File: src/sv/assert_macros.svh
// Assertion macros shared by the temperature readout RTL.
// Each macro expects i_clk and the active-low reset i_rst_n in scope.
`ifndef ASSERT_MACROS_SVH
`define ASSERT_MACROS_SVH

// Same-cycle implication, disabled during reset.
`define ASSERT_IMPL(label, ante, cons) \
    label: assert property (@(posedge i_clk) disable iff (!i_rst_n) (ante) |-> (cons)) \
        else $error("assertion failed");

// Next-cycle implication, disabled during reset.
`define ASSERT_NEXT(label, ante, cons) \
    label: assert property (@(posedge i_clk) disable iff (!i_rst_n) (ante) |=> (cons)) \
        else $error("assertion failed");

`endif

File: src/sv/tssr_pkg.sv
// Package for the temperature seven-segment readout: constants, types and
// small lookup functions. No dependencies.
`timescale 1ns / 1ps
`default_nettype none

package tssr_pkg;

    localparam int CFG_W     = 11;
    localparam int SAMPLE_W  = 12;
    localparam int QUO_W     = 22;
    localparam int BIT_W     = 5;
    localparam int TENTHS_W  = 12;
    localparam int DEN2_W    = 15;
    localparam int RECIP_W   = 30;
    localparam int RECIP_SH  = 41;

    localparam logic [CFG_W-1:0]  CFG_RESET   = 11'd1000;
    localparam logic [21:0]       VOLT_SCALE  = 22'd3300000;
    localparam logic [23:0]       OFFSET_UV   = 24'd400000;
    localparam logic [27:0]       F_OFFSET    = 28'd3120000;
    localparam logic [DEN2_W-1:0] DEN_C       = 15'd1950;
    localparam logic [DEN2_W-1:0] DEN_F       = 15'd9750;

    // Reciprocals of twice the denominators, rounded up, scaled by 2^RECIP_SH.
    // They give exact quotients for every rounding numerator below 2^26.
    localparam logic [RECIP_W-1:0] RECIP_C = 30'd563852117;
    localparam logic [RECIP_W-1:0] RECIP_F = 30'd112770424;

    localparam logic [7:0] SEG_DOT   = 8'h80;
    localparam logic [7:0] SEG_MINUS = 8'h40;
    localparam logic [7:0] SEG_C     = 8'h39;
    localparam logic [7:0] SEG_F     = 8'h71;

    typedef enum logic [2:0] {
        B_IDLE,
        B_MUL,
        B_DIV1,
        B_TEMP,
        B_DIV2,
        B_DIGIT,
        B_EMIT
    } t_back_state;

    typedef enum logic [2:0] {
        P_MINUS,
        P_HUND,
        P_TENS,
        P_ONES,
        P_TENTH,
        P_UNIT
    } t_pos;

    function automatic logic [7:0] digit_seg(input logic [3:0] digit);
        logic [7:0] seg;
        case (digit)
            4'd0: seg = 8'h3F;
            4'd1: seg = 8'h06;
            4'd2: seg = 8'h5B;
            4'd3: seg = 8'h4F;
            4'd4: seg = 8'h66;
            4'd5: seg = 8'h6D;
            4'd6: seg = 8'h7D;
            4'd7: seg = 8'h07;
            4'd8: seg = 8'h7F;
            4'd9: seg = 8'h6F;
            default: seg = 8'h00;
        endcase
        return seg;
    endfunction

    // Place values of the tenths count, most significant first.
    function automatic logic [TENTHS_W-1:0] place_value(input logic [1:0] idx);
        logic [TENTHS_W-1:0] p;
        case (idx)
            2'd0: p = 12'd1000;
            2'd1: p = 12'd100;
            2'd2: p = 12'd10;
            default: p = 12'd1;
        endcase
        return p;
    endfunction

endpackage

`default_nettype wire

File: src/sv/tssr_fifo.sv
// Two-entry queue carrying closed windows from the front to the back end.
// Depends on assert_macros.svh.
`timescale 1ns / 1ps
`default_nettype none
`include "assert_macros.svh"

module tssr_fifo #(
    parameter int W = 8
) (
    input  wire logic         i_clk,
    input  wire logic         i_rst_n,
    input  wire logic         i_push,
    input  wire logic [W-1:0] i_wdata,
    output logic              o_full,
    input  wire logic         i_pop,
    output logic [W-1:0]      o_rdata,
    output logic              o_empty
);

    localparam int DEPTH = 2;

    logic [W-1:0] r_mem [DEPTH];
    logic         r_wr;
    logic         r_rd;
    logic [1:0]   r_count;

    assign o_full  = (r_count == 2'(DEPTH));
    assign o_empty = (r_count == 2'd0);
    assign o_rdata = r_mem[r_rd];

    always_ff @(posedge i_clk) begin
        if (i_push) begin
            r_mem[r_wr] <= i_wdata;
        end
    end

    always_ff @(posedge i_clk) begin
        if (!i_rst_n) begin
            r_wr    <= 1'b0;
            r_rd    <= 1'b0;
            r_count <= 2'd0;
        end else begin
            if (i_push) begin
                r_wr <= ~r_wr;
            end
            if (i_pop) begin
                r_rd <= ~r_rd;
            end
            case ({i_push, i_pop})
                2'b10: r_count <= r_count + 2'd1;
                2'b01: r_count <= r_count - 2'd1;
                default: r_count <= r_count;
            endcase
        end
    end

    `ASSERT_IMPL(a_no_overflow, i_push && !i_pop, r_count != 2'(DEPTH))

endmodule

`default_nettype wire

File: src/sv/tssr_front.sv
// Front end: accepts samples, sums each window and latches the unit select.
// Depends on tssr_pkg and assert_macros.svh.
`timescale 1ns / 1ps
`default_nettype none
`include "assert_macros.svh"

module tssr_front #(
    parameter int AW = 12,
    parameter int CW = 11,
    parameter int SW = 23,
    parameter int MAX_SAMPLES = 1024
) (
    input  wire logic                          i_clk,
    input  wire logic                          i_rst_n,
    input  wire logic                          i_valid,
    output logic                               o_ready,
    input  wire logic [tssr_pkg::SAMPLE_W-1:0] i_adc_sample,
    input  wire logic                          i_fahrenheit,
    input  wire logic                          i_cfg_we,
    input  wire logic [tssr_pkg::CFG_W-1:0]    i_cfg_data,
    output logic                               o_push,
    output logic [SW+CW:0]                     o_wdata,
    input  wire logic                          i_full
);

    localparam int TW = (CW > tssr_pkg::CFG_W) ? CW : tssr_pkg::CFG_W;

    logic [tssr_pkg::CFG_W-1:0] r_cfg;
    logic [SW-1:0]              r_sum;
    logic [CW-1:0]              r_taken;
    logic                       r_unit;

    logic [TW-1:0] cfg_ext;
    logic [TW-1:0] target;
    logic [SW-1:0] n_sum;
    logic [CW-1:0] n_taken;
    logic          n_unit;
    logic          accept;
    logic          close;

    assign o_ready = !i_full;
    assign accept  = i_valid && o_ready;

    // A count of zero means one; counts past the limit clamp to it.
    always_comb begin
        cfg_ext = TW'(r_cfg);
        if (r_cfg == '0) begin
            target = TW'(1);
        end else if (cfg_ext > TW'(MAX_SAMPLES)) begin
            target = TW'(MAX_SAMPLES);
        end else begin
            target = cfg_ext;
        end
    end

    assign n_sum   = r_sum + SW'(i_adc_sample[AW-1:0]);
    assign n_taken = r_taken + CW'(1);
    assign n_unit  = (r_taken == '0) ? i_fahrenheit : r_unit;
    assign close   = (TW'(n_taken) >= target);

    assign o_push  = accept && close;
    assign o_wdata = {n_unit, n_taken, n_sum};

    always_ff @(posedge i_clk) begin
        if (!i_rst_n) begin
            r_cfg   <= tssr_pkg::CFG_RESET;
            r_sum   <= '0;
            r_taken <= '0;
            r_unit  <= 1'b0;
        end else begin
            if (i_cfg_we) begin
                r_cfg <= i_cfg_data;
            end
            if (accept) begin
                r_unit <= n_unit;
                if (close) begin
                    r_sum   <= '0;
                    r_taken <= '0;
                end else begin
                    r_sum   <= n_sum;
                    r_taken <= n_taken;
                end
            end
        end
    end

    `ASSERT_NEXT(a_close_clears, o_push, r_taken == '0 && r_sum == '0)

endmodule

`default_nettype wire

File: src/sv/tssr_back.sv
// Back end: converts a closed window to tenths of a degree with a restoring
// divider for the average and a reciprocal multiply for the rounding, splits
// it into digits and emits the segment codes.
// Depends on tssr_pkg and assert_macros.svh.
`timescale 1ns / 1ps
`default_nettype none
`include "assert_macros.svh"

module tssr_back #(
    parameter int ADC_BITS = 12,
    parameter int CW = 11,
    parameter int SW = 23
) (
    input  wire logic           i_clk,
    input  wire logic           i_rst_n,
    input  wire logic [SW+CW:0] i_rdata,
    input  wire logic           i_empty,
    output logic                o_pop,
    output logic                o_valid,
    input  wire logic           i_ready,
    output logic [7:0]          o_segments,
    output logic                o_last
);

    localparam int QW   = tssr_pkg::QUO_W;
    localparam int NUMW = SW + 22;
    localparam int DW   = CW + ADC_BITS;
    localparam int XW   = (DW > tssr_pkg::DEN2_W) ? DW : tssr_pkg::DEN2_W;
    localparam int WW   = ((NUMW > XW + QW) ? NUMW : XW + QW) + 1;
    localparam int PW   = 28 + tssr_pkg::RECIP_W;
    localparam logic [ADC_BITS-1:0] FULL = '1;

    tssr_pkg::t_back_state r_state, n_state;
    tssr_pkg::t_pos        r_pos;

    logic [NUMW-1:0]             r_num;
    logic [DW-1:0]               r_den;
    logic                        r_unit;
    logic [WW-1:0]               r_rem;
    logic [WW-1:0]               r_sdiv;
    logic [QW-1:0]               r_quo;
    logic [tssr_pkg::BIT_W-1:0]  r_bit;
    logic                        r_neg;
    logic [tssr_pkg::TENTHS_W-1:0] r_val;
    logic [1:0]                  r_pidx;
    logic [3:0]                  r_cnt;
    logic [3:0]                  r_dig [4];
    logic                        r_out_valid;
    logic [7:0]                  r_seg;
    logic                        r_last;

    logic [SW-1:0]  q_sum;
    logic [CW-1:0]  q_count;
    logic           q_unit;
    logic           div_ge;
    logic [QW-1:0]  quo_step;
    logic           out_load;
    logic           pos_last;
    logic [23:0]    d_uv;
    logic [27:0]    d_ext;
    logic [27:0]    num_t;
    logic [26:0]    mag;
    logic [tssr_pkg::DEN2_W-1:0] den_t;
    logic [27:0]    numer2;
    logic [tssr_pkg::RECIP_W-1:0] recip;
    logic [PW-1:0]  recip_prod;
    logic [tssr_pkg::TENTHS_W-1:0] pval;
    tssr_pkg::t_pos first_pos;
    tssr_pkg::t_pos next_pos;
    logic [7:0]     seg_sel;

    assign {q_unit, q_count, q_sum} = i_rdata;

    assign div_ge   = (r_rem >= r_sdiv);
    assign quo_step = {r_quo[QW-2:0], div_ge};

    // Offset removal, Fahrenheit scaling and magnitude of the numerator.
    always_comb begin
        d_uv  = {2'b00, r_quo} - tssr_pkg::OFFSET_UV;
        d_ext = {{4{d_uv[23]}}, d_uv};
        if (r_unit) begin
            num_t = (d_ext << 3) + d_ext + tssr_pkg::F_OFFSET;
            den_t = tssr_pkg::DEN_F;
        end else begin
            num_t = d_ext;
            den_t = tssr_pkg::DEN_C;
        end
        mag    = num_t[27] ? 27'(-num_t) : num_t[26:0];
        numer2 = {mag, 1'b0} + 28'(den_t);
    end

    // The rounding numerator stays below 2^26, so the scaled reciprocal
    // gives the exact floor of the division by twice the denominator.
    assign recip      = r_unit ? tssr_pkg::RECIP_F : tssr_pkg::RECIP_C;
    assign recip_prod = PW'(r_rem[27:0]) * PW'(recip);

    assign pval = tssr_pkg::place_value(r_pidx);

    always_comb begin
        if (r_dig[3] != 4'd0) begin
            first_pos = tssr_pkg::P_HUND;
        end else if (r_dig[2] != 4'd0) begin
            first_pos = tssr_pkg::P_TENS;
        end else begin
            first_pos = tssr_pkg::P_ONES;
        end
    end

    always_comb begin
        pos_last = 1'b0;
        case (r_pos)
            tssr_pkg::P_MINUS: begin
                seg_sel  = tssr_pkg::SEG_MINUS;
                next_pos = first_pos;
            end
            tssr_pkg::P_HUND: begin
                seg_sel  = tssr_pkg::digit_seg(r_dig[3]);
                next_pos = tssr_pkg::P_TENS;
            end
            tssr_pkg::P_TENS: begin
                seg_sel  = tssr_pkg::digit_seg(r_dig[2]);
                next_pos = tssr_pkg::P_ONES;
            end
            tssr_pkg::P_ONES: begin
                seg_sel  = tssr_pkg::digit_seg(r_dig[1]);
                next_pos = tssr_pkg::P_TENTH;
            end
            tssr_pkg::P_TENTH: begin
                seg_sel  = tssr_pkg::digit_seg(r_dig[0]) | tssr_pkg::SEG_DOT;
                next_pos = tssr_pkg::P_UNIT;
            end
            tssr_pkg::P_UNIT: begin
                seg_sel  = r_unit ? tssr_pkg::SEG_F : tssr_pkg::SEG_C;
                next_pos = tssr_pkg::P_UNIT;
                pos_last = 1'b1;
            end
            default: begin
                seg_sel  = 8'h00;
                next_pos = tssr_pkg::P_UNIT;
            end
        endcase
    end

    always_ff @(posedge i_clk) begin
        if (!i_rst_n) begin
            r_state <= tssr_pkg::B_IDLE;
        end else begin
            r_state <= n_state;
        end
    end

    always_comb begin
        n_state  = r_state;
        o_pop    = 1'b0;
        out_load = 1'b0;
        case (r_state)
            tssr_pkg::B_IDLE: begin
                if (!i_empty) begin
                    o_pop   = 1'b1;
                    n_state = tssr_pkg::B_MUL;
                end
            end
            tssr_pkg::B_MUL: begin
                n_state = tssr_pkg::B_DIV1;
            end
            tssr_pkg::B_DIV1: begin
                if (r_bit == '0) begin
                    n_state = tssr_pkg::B_TEMP;
                end
            end
            tssr_pkg::B_TEMP: begin
                n_state = tssr_pkg::B_DIV2;
            end
            tssr_pkg::B_DIV2: begin
                n_state = tssr_pkg::B_DIGIT;
            end
            tssr_pkg::B_DIGIT: begin
                if (r_val < pval && r_pidx == 2'd3) begin
                    n_state = tssr_pkg::B_EMIT;
                end
            end
            tssr_pkg::B_EMIT: begin
                if (!r_out_valid || i_ready) begin
                    out_load = 1'b1;
                    if (pos_last) begin
                        n_state = tssr_pkg::B_IDLE;
                    end
                end
            end
            default: begin
                n_state = tssr_pkg::B_IDLE;
            end
        endcase
    end

    // Datapath registers; they carry no reset.
    always_ff @(posedge i_clk) begin
        case (r_state)
            tssr_pkg::B_IDLE: begin
                r_num  <= NUMW'(q_sum) * NUMW'(tssr_pkg::VOLT_SCALE);
                r_den  <= DW'(q_count) * DW'(FULL);
                r_unit <= q_unit;
            end
            tssr_pkg::B_MUL: begin
                r_rem  <= WW'(r_num);
                r_sdiv <= WW'(r_den) << (QW - 1);
                r_quo  <= '0;
                r_bit  <= tssr_pkg::BIT_W'(QW - 1);
            end
            tssr_pkg::B_DIV1: begin
                if (div_ge) begin
                    r_rem <= r_rem - r_sdiv;
                end
                r_sdiv <= r_sdiv >> 1;
                r_quo  <= quo_step;
                r_bit  <= r_bit - tssr_pkg::BIT_W'(1);
            end
            tssr_pkg::B_TEMP: begin
                r_neg  <= num_t[27];
                r_rem  <= WW'(numer2);
            end
            tssr_pkg::B_DIV2: begin
                r_val  <= recip_prod[tssr_pkg::RECIP_SH +: tssr_pkg::TENTHS_W];
                r_pidx <= 2'd0;
                r_cnt  <= 4'd0;
            end
            tssr_pkg::B_DIGIT: begin
                if (r_val >= pval) begin
                    r_val <= r_val - pval;
                    r_cnt <= r_cnt + 4'd1;
                end else begin
                    r_dig[2'd3 - r_pidx] <= r_cnt;
                    r_cnt  <= 4'd0;
                    r_pidx <= r_pidx + 2'd1;
                    // The leading digits were stored on earlier steps.
                    r_pos  <= r_neg ? tssr_pkg::P_MINUS : first_pos;
                end
            end
            tssr_pkg::B_EMIT: begin
                if (out_load) begin
                    r_pos <= next_pos;
                end
            end
            default: begin
                r_pos <= r_pos;
            end
        endcase
    end

    always_ff @(posedge i_clk) begin
        if (!i_rst_n) begin
            r_out_valid <= 1'b0;
        end else if (out_load) begin
            r_out_valid <= 1'b1;
        end else if (i_ready) begin
            r_out_valid <= 1'b0;
        end
    end

    always_ff @(posedge i_clk) begin
        if (out_load) begin
            r_seg  <= seg_sel;
            r_last <= pos_last;
        end
    end

    assign o_valid    = r_out_valid;
    assign o_segments = r_seg;
    assign o_last     = r_last;

    `ASSERT_NEXT(a_div_done, r_state == tssr_pkg::B_DIV1 && r_bit == '0,
                 r_state == tssr_pkg::B_TEMP)
    `ASSERT_IMPL(a_last_unit, r_out_valid && r_last,
                 r_seg == tssr_pkg::SEG_C || r_seg == tssr_pkg::SEG_F)

endmodule

`default_nettype wire

File: src/sv/temperature_seven_segment_readout.sv
// Seven-segment temperature readout built from a sample front end, a
// two-entry window queue and a conversion back end.
// Depends on tssr_pkg, tssr_front, tssr_fifo and tssr_back.
//
// Usage: samples arrive on i_valid/o_ready with i_adc_sample and i_fahrenheit.
// One sample is taken per cycle while the window queue has room. Every
// sample_count samples (written through i_cfg_we/i_cfg_data, reset 1000)
// close a window, and the block then produces a run of three to six items
// on o_valid/i_ready: optional minus, integer digits, tenths digit with the
// decimal point, and the unit letter with o_last set.
// After the closing sample is taken, the back end performs one pop, one
// multiply stage, 22 steps of the restoring divider for the average, one
// offset stage, one reciprocal multiply for the rounding, 4 to 32 digit
// subtraction steps and one output load. The codes then follow one per
// cycle while the receiver is ready.
// The output holds in a register while the receiver stalls; up to two
// further windows queue up before o_ready drops.
// Reset (synchronous, active low) empties the queue, clears the running
// sum and count, selects Celsius and loads the sample count of 1000.
`timescale 1ns / 1ps
`default_nettype none

module temperature_seven_segment_readout #(
    parameter int ADC_BITS    = 12,
    parameter int MAX_SAMPLES = 1024
) (
    input  wire logic                          i_clk,
    input  wire logic                          i_rst_n,
    input  wire logic                          i_valid,
    output logic                               o_ready,
    input  wire logic [tssr_pkg::SAMPLE_W-1:0] i_adc_sample,
    input  wire logic                          i_fahrenheit,
    output logic                               o_valid,
    input  wire logic                          i_ready,
    output logic [7:0]                         o_segments,
    output logic                               o_last,
    input  wire logic                          i_cfg_we,
    input  wire logic [tssr_pkg::CFG_W-1:0]    i_cfg_data
);

    localparam int AW = (ADC_BITS < tssr_pkg::SAMPLE_W) ? ADC_BITS : tssr_pkg::SAMPLE_W;
    localparam int CW = $clog2(MAX_SAMPLES + 1);
    localparam int SW = AW + CW;

    logic           push;
    logic           pop;
    logic           full;
    logic           empty;
    logic [SW+CW:0] wdata;
    logic [SW+CW:0] rdata;

    tssr_front #(
        .AW          (AW),
        .CW          (CW),
        .SW          (SW),
        .MAX_SAMPLES (MAX_SAMPLES)
    ) u_front (
        .i_clk        (i_clk),
        .i_rst_n      (i_rst_n),
        .i_valid      (i_valid),
        .o_ready      (o_ready),
        .i_adc_sample (i_adc_sample),
        .i_fahrenheit (i_fahrenheit),
        .i_cfg_we     (i_cfg_we),
        .i_cfg_data   (i_cfg_data),
        .o_push       (push),
        .o_wdata      (wdata),
        .i_full       (full)
    );

    tssr_fifo #(
        .W (SW + CW + 1)
    ) u_fifo (
        .i_clk   (i_clk),
        .i_rst_n (i_rst_n),
        .i_push  (push),
        .i_wdata (wdata),
        .o_full  (full),
        .i_pop   (pop),
        .o_rdata (rdata),
        .o_empty (empty)
    );

    tssr_back #(
        .ADC_BITS (ADC_BITS),
        .CW       (CW),
        .SW       (SW)
    ) u_back (
        .i_clk      (i_clk),
        .i_rst_n    (i_rst_n),
        .i_rdata    (rdata),
        .i_empty    (empty),
        .o_pop      (pop),
        .o_valid    (o_valid),
        .i_ready    (i_ready),
        .o_segments (o_segments),
        .o_last     (o_last)
    );

endmodule

`default_nettype wire

File: config.mk
export PLATFORM = sky130hd
export DESIGN_NAME = temperature_seven_segment_readout
export DESIGN_NICKNAME = d
export VERILOG_FILES = /design/src/sv/tssr_pkg.sv /design/src/sv/tssr_fifo.sv /design/src/sv/tssr_front.sv /design/src/sv/tssr_back.sv /design/src/sv/temperature_seven_segment_readout.sv
export VERILOG_INCLUDE_DIRS = /design/src /design/src/sv
export SDC_FILE = /design/constraint.sdc
export NUM_CORES = 2
export LEC_CHECK = 0
export BUFFER_PORTS_ARGS = -buffer_cell sky130_fd_sc_hd__buf_4
export CAP_MARGIN = 20
export CORE_MARGIN = 5
export CORE_UTILIZATION = 36
export CTS_BUF_LIST = sky130_fd_sc_hd__clkbuf_8
export DETAILED_ROUTE_END_ITERATION = 16
export PLACE_DENSITY = 0.54
export RECOVER_POWER = 50
export SETUP_SLACK_MARGIN = 0.1
export SLEW_MARGIN = 15
export SYNTH_ARGS = -nofsm -noshare
export SYNTH_HDL_FRONTEND = slang
export SYNTH_SLANG_ARGS = --single-unit
File: constraint.sdc
create_clock -name i_clk -period 23.2 [get_ports i_clk]
set_input_delay 0 -clock i_clk [delete_from_list [all_inputs] [get_ports i_clk]]
set_output_delay 0 -clock i_clk [all_outputs]
set_load 0.01 [all_outputs]
## Word-level counts from Yosys, hierarchy flattened

Memory sizes are Yosys's and may differ from the RTL's. A register that Yosys moved wholly into a read port is not among the register bits.
Index checks and enable logic that the tools add are counted.

| word-level totals | value |
|---|---|
| bits in read-only memories | 448 |
| memory bits (writable) | 86 |
| memories | 6 |
| register bits | 268 |
| word-level logic and storage cells | 157 |

Memories:

| name | depth | bits a word | read ports | clocked after memory_dff | wr ports | RTL line | text |
|---|---|---|---|---|---|---|---|
| (no name shown) | 16 | 7 | 1 | 0 | 0 | tssr_pkg.sv:55 | `case (digit)` |
| (no name shown) | 16 | 7 | 1 | 0 | 0 | tssr_pkg.sv:55 |  |
| (no name shown) | 16 | 7 | 1 | 0 | 0 | tssr_pkg.sv:55 |  |
| (no name shown) | 16 | 7 | 1 | 0 | 0 | tssr_pkg.sv:55 |  |
| u_fifo.r_mem | 2 | 35 | 1 | 1 | 1 | tssr_fifo.sv:22 | `logic [W-1:0] r_mem [DEPTH];` |
| u_back.r_dig | 4 | 4 | 4 | 0 | 1 | tssr_back.sv:47 | `logic [3:0] r_dig [4];` |

| cells by class | value |
|---|---|
| $add $sub $neg | 15 |
| bitwise gates (word level) | 2 |
| mux-type cells | 51 |
| multiply operators | 3 |
| order comparisons | 5 |
| reductions and logical operators | 26 |
| equal/unequal tests | 26 |

Operator list:

| cell | count |
|---|---|
| one-hot mux 46 bit (3 select lines) | 1 |
| one-hot mux 46 bit (2 select lines) | 1 |
| multiplier 28 x 30 -> 53 bit | 1 |
| one-hot mux 8 bit (6 select lines) | 1 |
| >= comparator 46 bit | 1 |
| two-way mux 46 bit | 1 |
| subtractor 46 bit | 1 |
| one-hot mux 22 bit (2 select lines) | 1 |
| multiplier 23 x 17 -> 40 bit (second input constant) | 1 |
| two-way mux 11 bit | 3 |
| two-way mux 30 bit | 1 |
| one-hot mux 10 bit (3 select lines) | 1 |
| adder 28 x 14 -> 28 bit | 1 |
| adder 28 x 22 -> 28 bit (second input constant) | 1 |
| two-way mux 28 bit | 1 |
| adder 26 x 23 -> 27 bit | 1 |
| two-way mux 27 bit | 1 |
| two-way mux 3 bit | 9 |
| negator 27 bit | 1 |
| one-hot mux 12 bit (2 select lines) | 1 |
| adder 23 x 12 -> 23 bit | 1 |
| multiplier 11 x 12 -> 23 bit (second input constant) | 1 |
| two-way mux 23 bit | 1 |
| subtractor 22 x 19 -> 23 bit (second input constant) | 1 |
| other kinds (44) | 94 |

## Longest topological paths before layout

| depth | value |
|---|---|
| depth in word-level cells | 8 |
| gate-level depth with buffers | 39 |

## Hierarchy

From an unflattened synthesis, not the netlist that was laid out.

| unflattened totals | value |
|---|---|
| cell total of the unflattened synthesis | 4881 |
| area total of the unflattened synthesis | 48672.9 sq um |

Modules (own cells, without submodules):

| module | times used | area each (sq um) | cells an instance |
|---|---|---|---|
| tssr_back | 1 | 42796.0 | 4355 |
| tssr_front | 1 | 3144.3 | 395 |
| tssr_fifo | 1 | 2732.6 | 131 |

## Worst setup path before layout

Ideal clock, no wire load.

| path | value |
|---|---|
| path type | flip-flop to flip-flop |
| from | reg u_back.r_unit |
| to | reg u_back.r_val[11] (netlist bit) (data pin) |
| period minus slack after synthesis | 9.995 ns |
| arrival | 9.726 ns |
| stages on the path, launching flop included | 37 |
| path slack | 13.205 ns |
| library setup time | 0.269 ns |
| path through | edfxtp_1 > clkbuf_1 > buf_2 > buf_1 > buf_1 > buf_1 > clkbuf_1 > clkbuf_1 > clkbuf_1 > nand2_1 > fa_1 > inv_1 > fa_1 > inv_1 > fa_1 > fa_1 > inv_1 > fa_1 > inv_1 > fa_1 > inv_1 > fa_1 > ha_1 > nand4_1 > inv_1 > nand3_1 > or4_1 > a2111oi_0 > a211oi_1 > o41a_1 > o21ba_2 > o31ai_1 > a211oi_1 > o21ai_0 > a21oi_1 > xnor2_1 > o21ai_0 |

| on the way | value |
|---|---|
| longest elaborated chain between the ends | 3 |

RTL lines:

| item | RTL line | text |
|---|---|---|
| start, declared | tssr_back.sv:38 | `logic r_unit;` |
| start signal, assigned | tssr_back.sv:202 | `r_unit <= q_unit;` |
| two-way mux 30 bit | tssr_back.sv:94 | `assign recip = r_unit ? tssr_pkg::RECIP_F : tssr_pkg::RECIP_C;` |
| multiplier 28 x 30 -> 53 bit | tssr_back.sv:95 | `assign recip_prod = PW'(r_rem[27:0]) * PW'(recip);` |
| one-hot mux 12 bit (2 select lines) | tssr_back.sv:198 | `case (r_state)` |
| end signal, assigned | tssr_back.sv:223 | `r_val <= recip_prod[tssr_pkg::RECIP_SH +: tssr_pkg::TENTHS_W];` |
| end signal, assigned | tssr_back.sv:229 | `r_val <= r_val - pval;` |
| end, declared | tssr_back.sv:44 | `logic [tssr_pkg::TENTHS_W-1:0] r_val;` |

Every way passes these cells.
A chain may end at the register's enable or synchronous reset.

## Worst setup path in the final report

Ends and elaborated chain as after synthesis.

==> impl_metrics.py <==
metrics = {
    "sta": {
        "finalMaxSlewViolations": 304,
        "hold_ws_ps": 189,
        "setup_slack_ps": 13670,
        "finalSetupViolations": 0,
        "period_minus_slack_ps": 9530,
        "worstMarginPinSlew_ps": 4050,
        "finalHoldViolCount": 0,
        "max_slew_margin": -1.70,
        "rsz0062_at_grt": "no",
        "max_freq_mhz": 105,
        "period_share": 0.411,
        "tns_ps": 0,
        "fin_skew_ps": 32.4,
    },
    "placement": {
        "gp_congestion": 0.924,
        "dp_slack_ps": 13720,
        "placedCellCount": 6512,
        "io_buffers": 39,
        "dp_hpwl_um": 107000,
    },
    "route": {
        "vias": 33200,
        "post_drt_wl_per_cell_um": 19.1,
        "antenna_left": 0,
        "first_iter_violations": 1657,
        "drt_wl_total_um": 128000,
        "drt-vias-per-instance": 4.95,
        "drc": 0,
        "dr.pass1.iters": 5,
    },
    "clock_network": {
        "path_clk_slew_ps": 60,
        "clockBufferDepth": 3,
        "cts_tree": "yes",
        "insertion_delay_ps": 720,
        "numCtsBuffers": 68,
        "cts.htree.levels": 3,
        "clock_sinks": 353,
        "clock-root-buffer": "clkbuf_8",
        "post_cts_buffers": 0,
    },
    "worst_setup_path": {
        "max_stage_delay_ps": 680,
        "reg2reg_slack_ps": 13670,
        "reg2reg_to": "u_back.r_val[11]$_DFFE_PP_",
        "r2r_cells": 30,
        "critPathRequiredTime_ps": 23620,
        "r2r-start": "u_back.r_unit$_DFFE_PP_",
        "critPathCaptureType": "register",
        "critPathMaxFanout": 60,
        "cp_slowest_cell": "a2111oi_0",
        "start_kind": "register",
        "path_class": "register to register",
        "worstPathArrival_ps": 9950,
    },
    "hold_path": {
        "hp-start": "i_fahrenheit",
        "holdPathEnd": "u_fifo.r_mem[1][34]$_DFFE_PP_",
        "hp-class": "input port to register",
        "hold_depth": 3,
    },
    "pwr": {
        "p_leak_nw": 25.1,
        "ir_drop_v": 0.000132,
        "p_per_area_mw_per_mm2": 94.6,
    },
    "layout": {
        "fillers": 13300,
        "area_growth_pct": 9.10,
        "nets": 6247,
        "instances_no_fill": 6704,
        "final_common_cell": "inv_1",
        "final_cell_mix": "inv_1, fa_1, ha_1",
        "fin_util": 0.395,
        "drive_gt1_frac": 0.0480,
    },
    "run_status": {
        "violations": "max-capacitance violations, max-slew violations",
        "outcome": "complete, but fails checks",
    },
    "synth": {
        "yosysSeqAreaShare": 0.208,
        "ys.flop_type": "edfxtp_1",
        "ys_ff_latch": 353,
        "synth_area_per_cell_um2": 10.1,
        "syn_inst": 4772,
        "yosysUniqueCellTypes": 114,
        "synth_edf_count": 298,
        "yosys_warnings": 0,
        "synth_area_mm2": 0.0483,
        "async_flop_share": 0,
    },
    "global_routing": {
        "gr-total-overflow": 0,
        "grt_pass1_vias": 35400,
        "grt_pass1_wl_um": 201000,
        "antenna_found_initial": 3,
        "grt_max_degree": 92,
        "gr-usage-all-layers": 0.183,
    },
    "die": {
        "die_height_um": 376,
        "rows": 134,
        "dieArea_mm2": 0.142,
        "num_io_pins": 40,
        "start_util": 0.362,
        "core-area_mm2": 0.133,
        "die_w_um": 376,
    },
    "job": {
        "maxCapViolations": 7,
    },
}
==> flip-flops by register name, indices dropped and copies added (netlist names), 2 cells and up, named ones only <==
| signal | flops |
|---|---|
| u_fifo.r_count | 2 |
| u_back.r_quo | 22 |
| u_back.r_dig | 16 |
| u_back.r_sdiv | 44 |
| u_back.r_pos | 3 |
| u_back.r_bit | 5 |
| u_back.o_segments | 8 |
| u_front.cfg_ext | 11 |
| u_back.r_val | 12 |
| u_back.r_state | 3 |
| u_back.r_rem | 46 |
| u_front.r_taken | 11 |
| u_back.r_den | 23 |
| u_front.r_sum | 23 |
| u_back.r_cnt | 4 |
| u_fifo.r_mem | 70 |
| u_back.r_num | 40 |
| u_back.r_pidx | 2 |
==> final cells by class <==
type / count / area, µm² / area share
Clock buffer: 68 / 936 / 0.0178
Multi-Input combinational cell: 3214 / 33700 / 0.640
Tap cell: 1768 / 2210 / 0.0420
Inverter: 1105 / 4150 / 0.0787
Sequential cell: 353 / 10000 / 0.191
Timing Repair Buffer: 138 / 1190 / 0.0225
Antenna cell: 1 / 2.50 / 0.0000475
Clock inverter: 57 / 417 / 0.00791
==> metrics by stage <==
| step | area (µm²) | total power [mW] |
|---|---|---|
| after floorplan | 48300 | 3.38 |
| after global placement | 50700 | 4.34 |
| after detailed placement | 50700 | 4.37 |
| after CTS | 52700 | 5.06 |
| after global routing | 52700 | 5.55 |
| final | 52700 | 4.98 |
==> Yosys cell counts (all sizes together) (8+ instances only) <==
cell type / instances / area (µm²)
o21ai: 187 / 955
a21boi: 28 / 210
or3: 13 / 86.3
nand2: 218 / 818
nor3: 51 / 272
nand2b: 40 / 250
o31ai: 21 / 186
nand4: 27 / 184
nor2: 207 / 777
dfxtp: 55 / 1100
a21oi: 204 / 1040
xnor2: 156 / 1400
fa: 674 / 13500
o21bai: 31 / 233
a21o: 74 / 563
or2: 19 / 119
ha: 664 / 8310
nor3b: 11 / 82.6
edfxtp: 298 / 8950
and3: 34 / 213
buf: 18 / 82.6
a221oi: 8 / 82.6
a22oi: 22 / 165
xor2: 78 / 702
a211oi: 19 / 165
a2111oi: 8 / 95.1
a31oi: 15 / 93.8
or4: 12 / 97.6
nor4: 22 / 186
inv: 1103 / 4140
and2: 27 / 169
mux2: 16 / 180
clkbuf: 89 / 334
mux2i: 51 / 510
o211ai: 13 / 103
a211o: 14 / 125
o21a: 27 / 204
nor2b: 55 / 344
nand3: 64 / 325
==> critical path, delay by kind of cell (launching register included) <==
| family | cells | cell delay, ps |
|---|---|---|
| xor gates and xnor gates | 1 | 140 |
| adders and majority gates | 8 | 3460 |
| buffers and inverters | 8 | 1530 |
| DFF | 1 | 320 |
| AOI/OAI and AO/OA | 9 | 2580 |
| and+or+nand+nor | 4 | 1160 |
==> layer usage <==
| metal | wire length [µm] | vias up | global-route usage | part of all wire |
|---|---|---|---|---|
| met1 | 55000 | 16500 | 0.233 | 0.43 |
| met4 | 4200 | 0 | 0.0539 | 0.033 |
| met2 | 62000 | 736 | 0.315 | 0.48 |
| met3 | 6890 | 185 | 0.0388 | 0.054 |
| li1 | - | 15800 | - | - |
| met5 | 0 | - | 0 | 0 |
==> worst max-delay path by stage <==
stage                                  startpoint                          to  depth (start not counted)
after floorplan           u_back.r_unit$_DFFE_PP_  u_back.r_val[11]$_DFFE_PP_                         36
after CTS                 u_back.r_unit$_DFFE_PP_  u_back.r_val[11]$_DFFE_PP_                         31
after global routing                     register  u_back.r_num[44]$_DFFE_PP_                         28
final                     u_back.r_unit$_DFFE_PP_  u_back.r_val[11]$_DFFE_PP_                         30
after detailed placement  u_back.r_unit$_DFFE_PP_  u_back.r_val[11]$_DFFE_PP_                         30
after global placement    u_back.r_unit$_DFFE_PP_  u_back.r_val[11]$_DFFE_PP_                         30
==> power by group <==
group	switching, mW	internal [mW]
combinational	1.99	1.48
sequential	0.0292	0.844
clock	0.311	0.328
==> cell families after synthesis <==
group	Yosys count	share of synthesized area
adders and majority gates	1338	0.451
buffers and inverters	1212	0.0945
and+or+nand+nor	821	0.0853
AOI/OAI and AO/OA	744	0.102
DFF	353	0.208
xor gates and xnor gates	235	0.0440
muxes	67	0.0143
other	2	0.000156
==> timing repair <==
| action | CTS | global route |
|---|---|---|
| hold endpoints to repair | 83 | 0 |
| gates resized for setup | 0 | 0 |
| hold buffers | 65 | 0 |
Note: power is estimated with default switching activity, not from simulation.
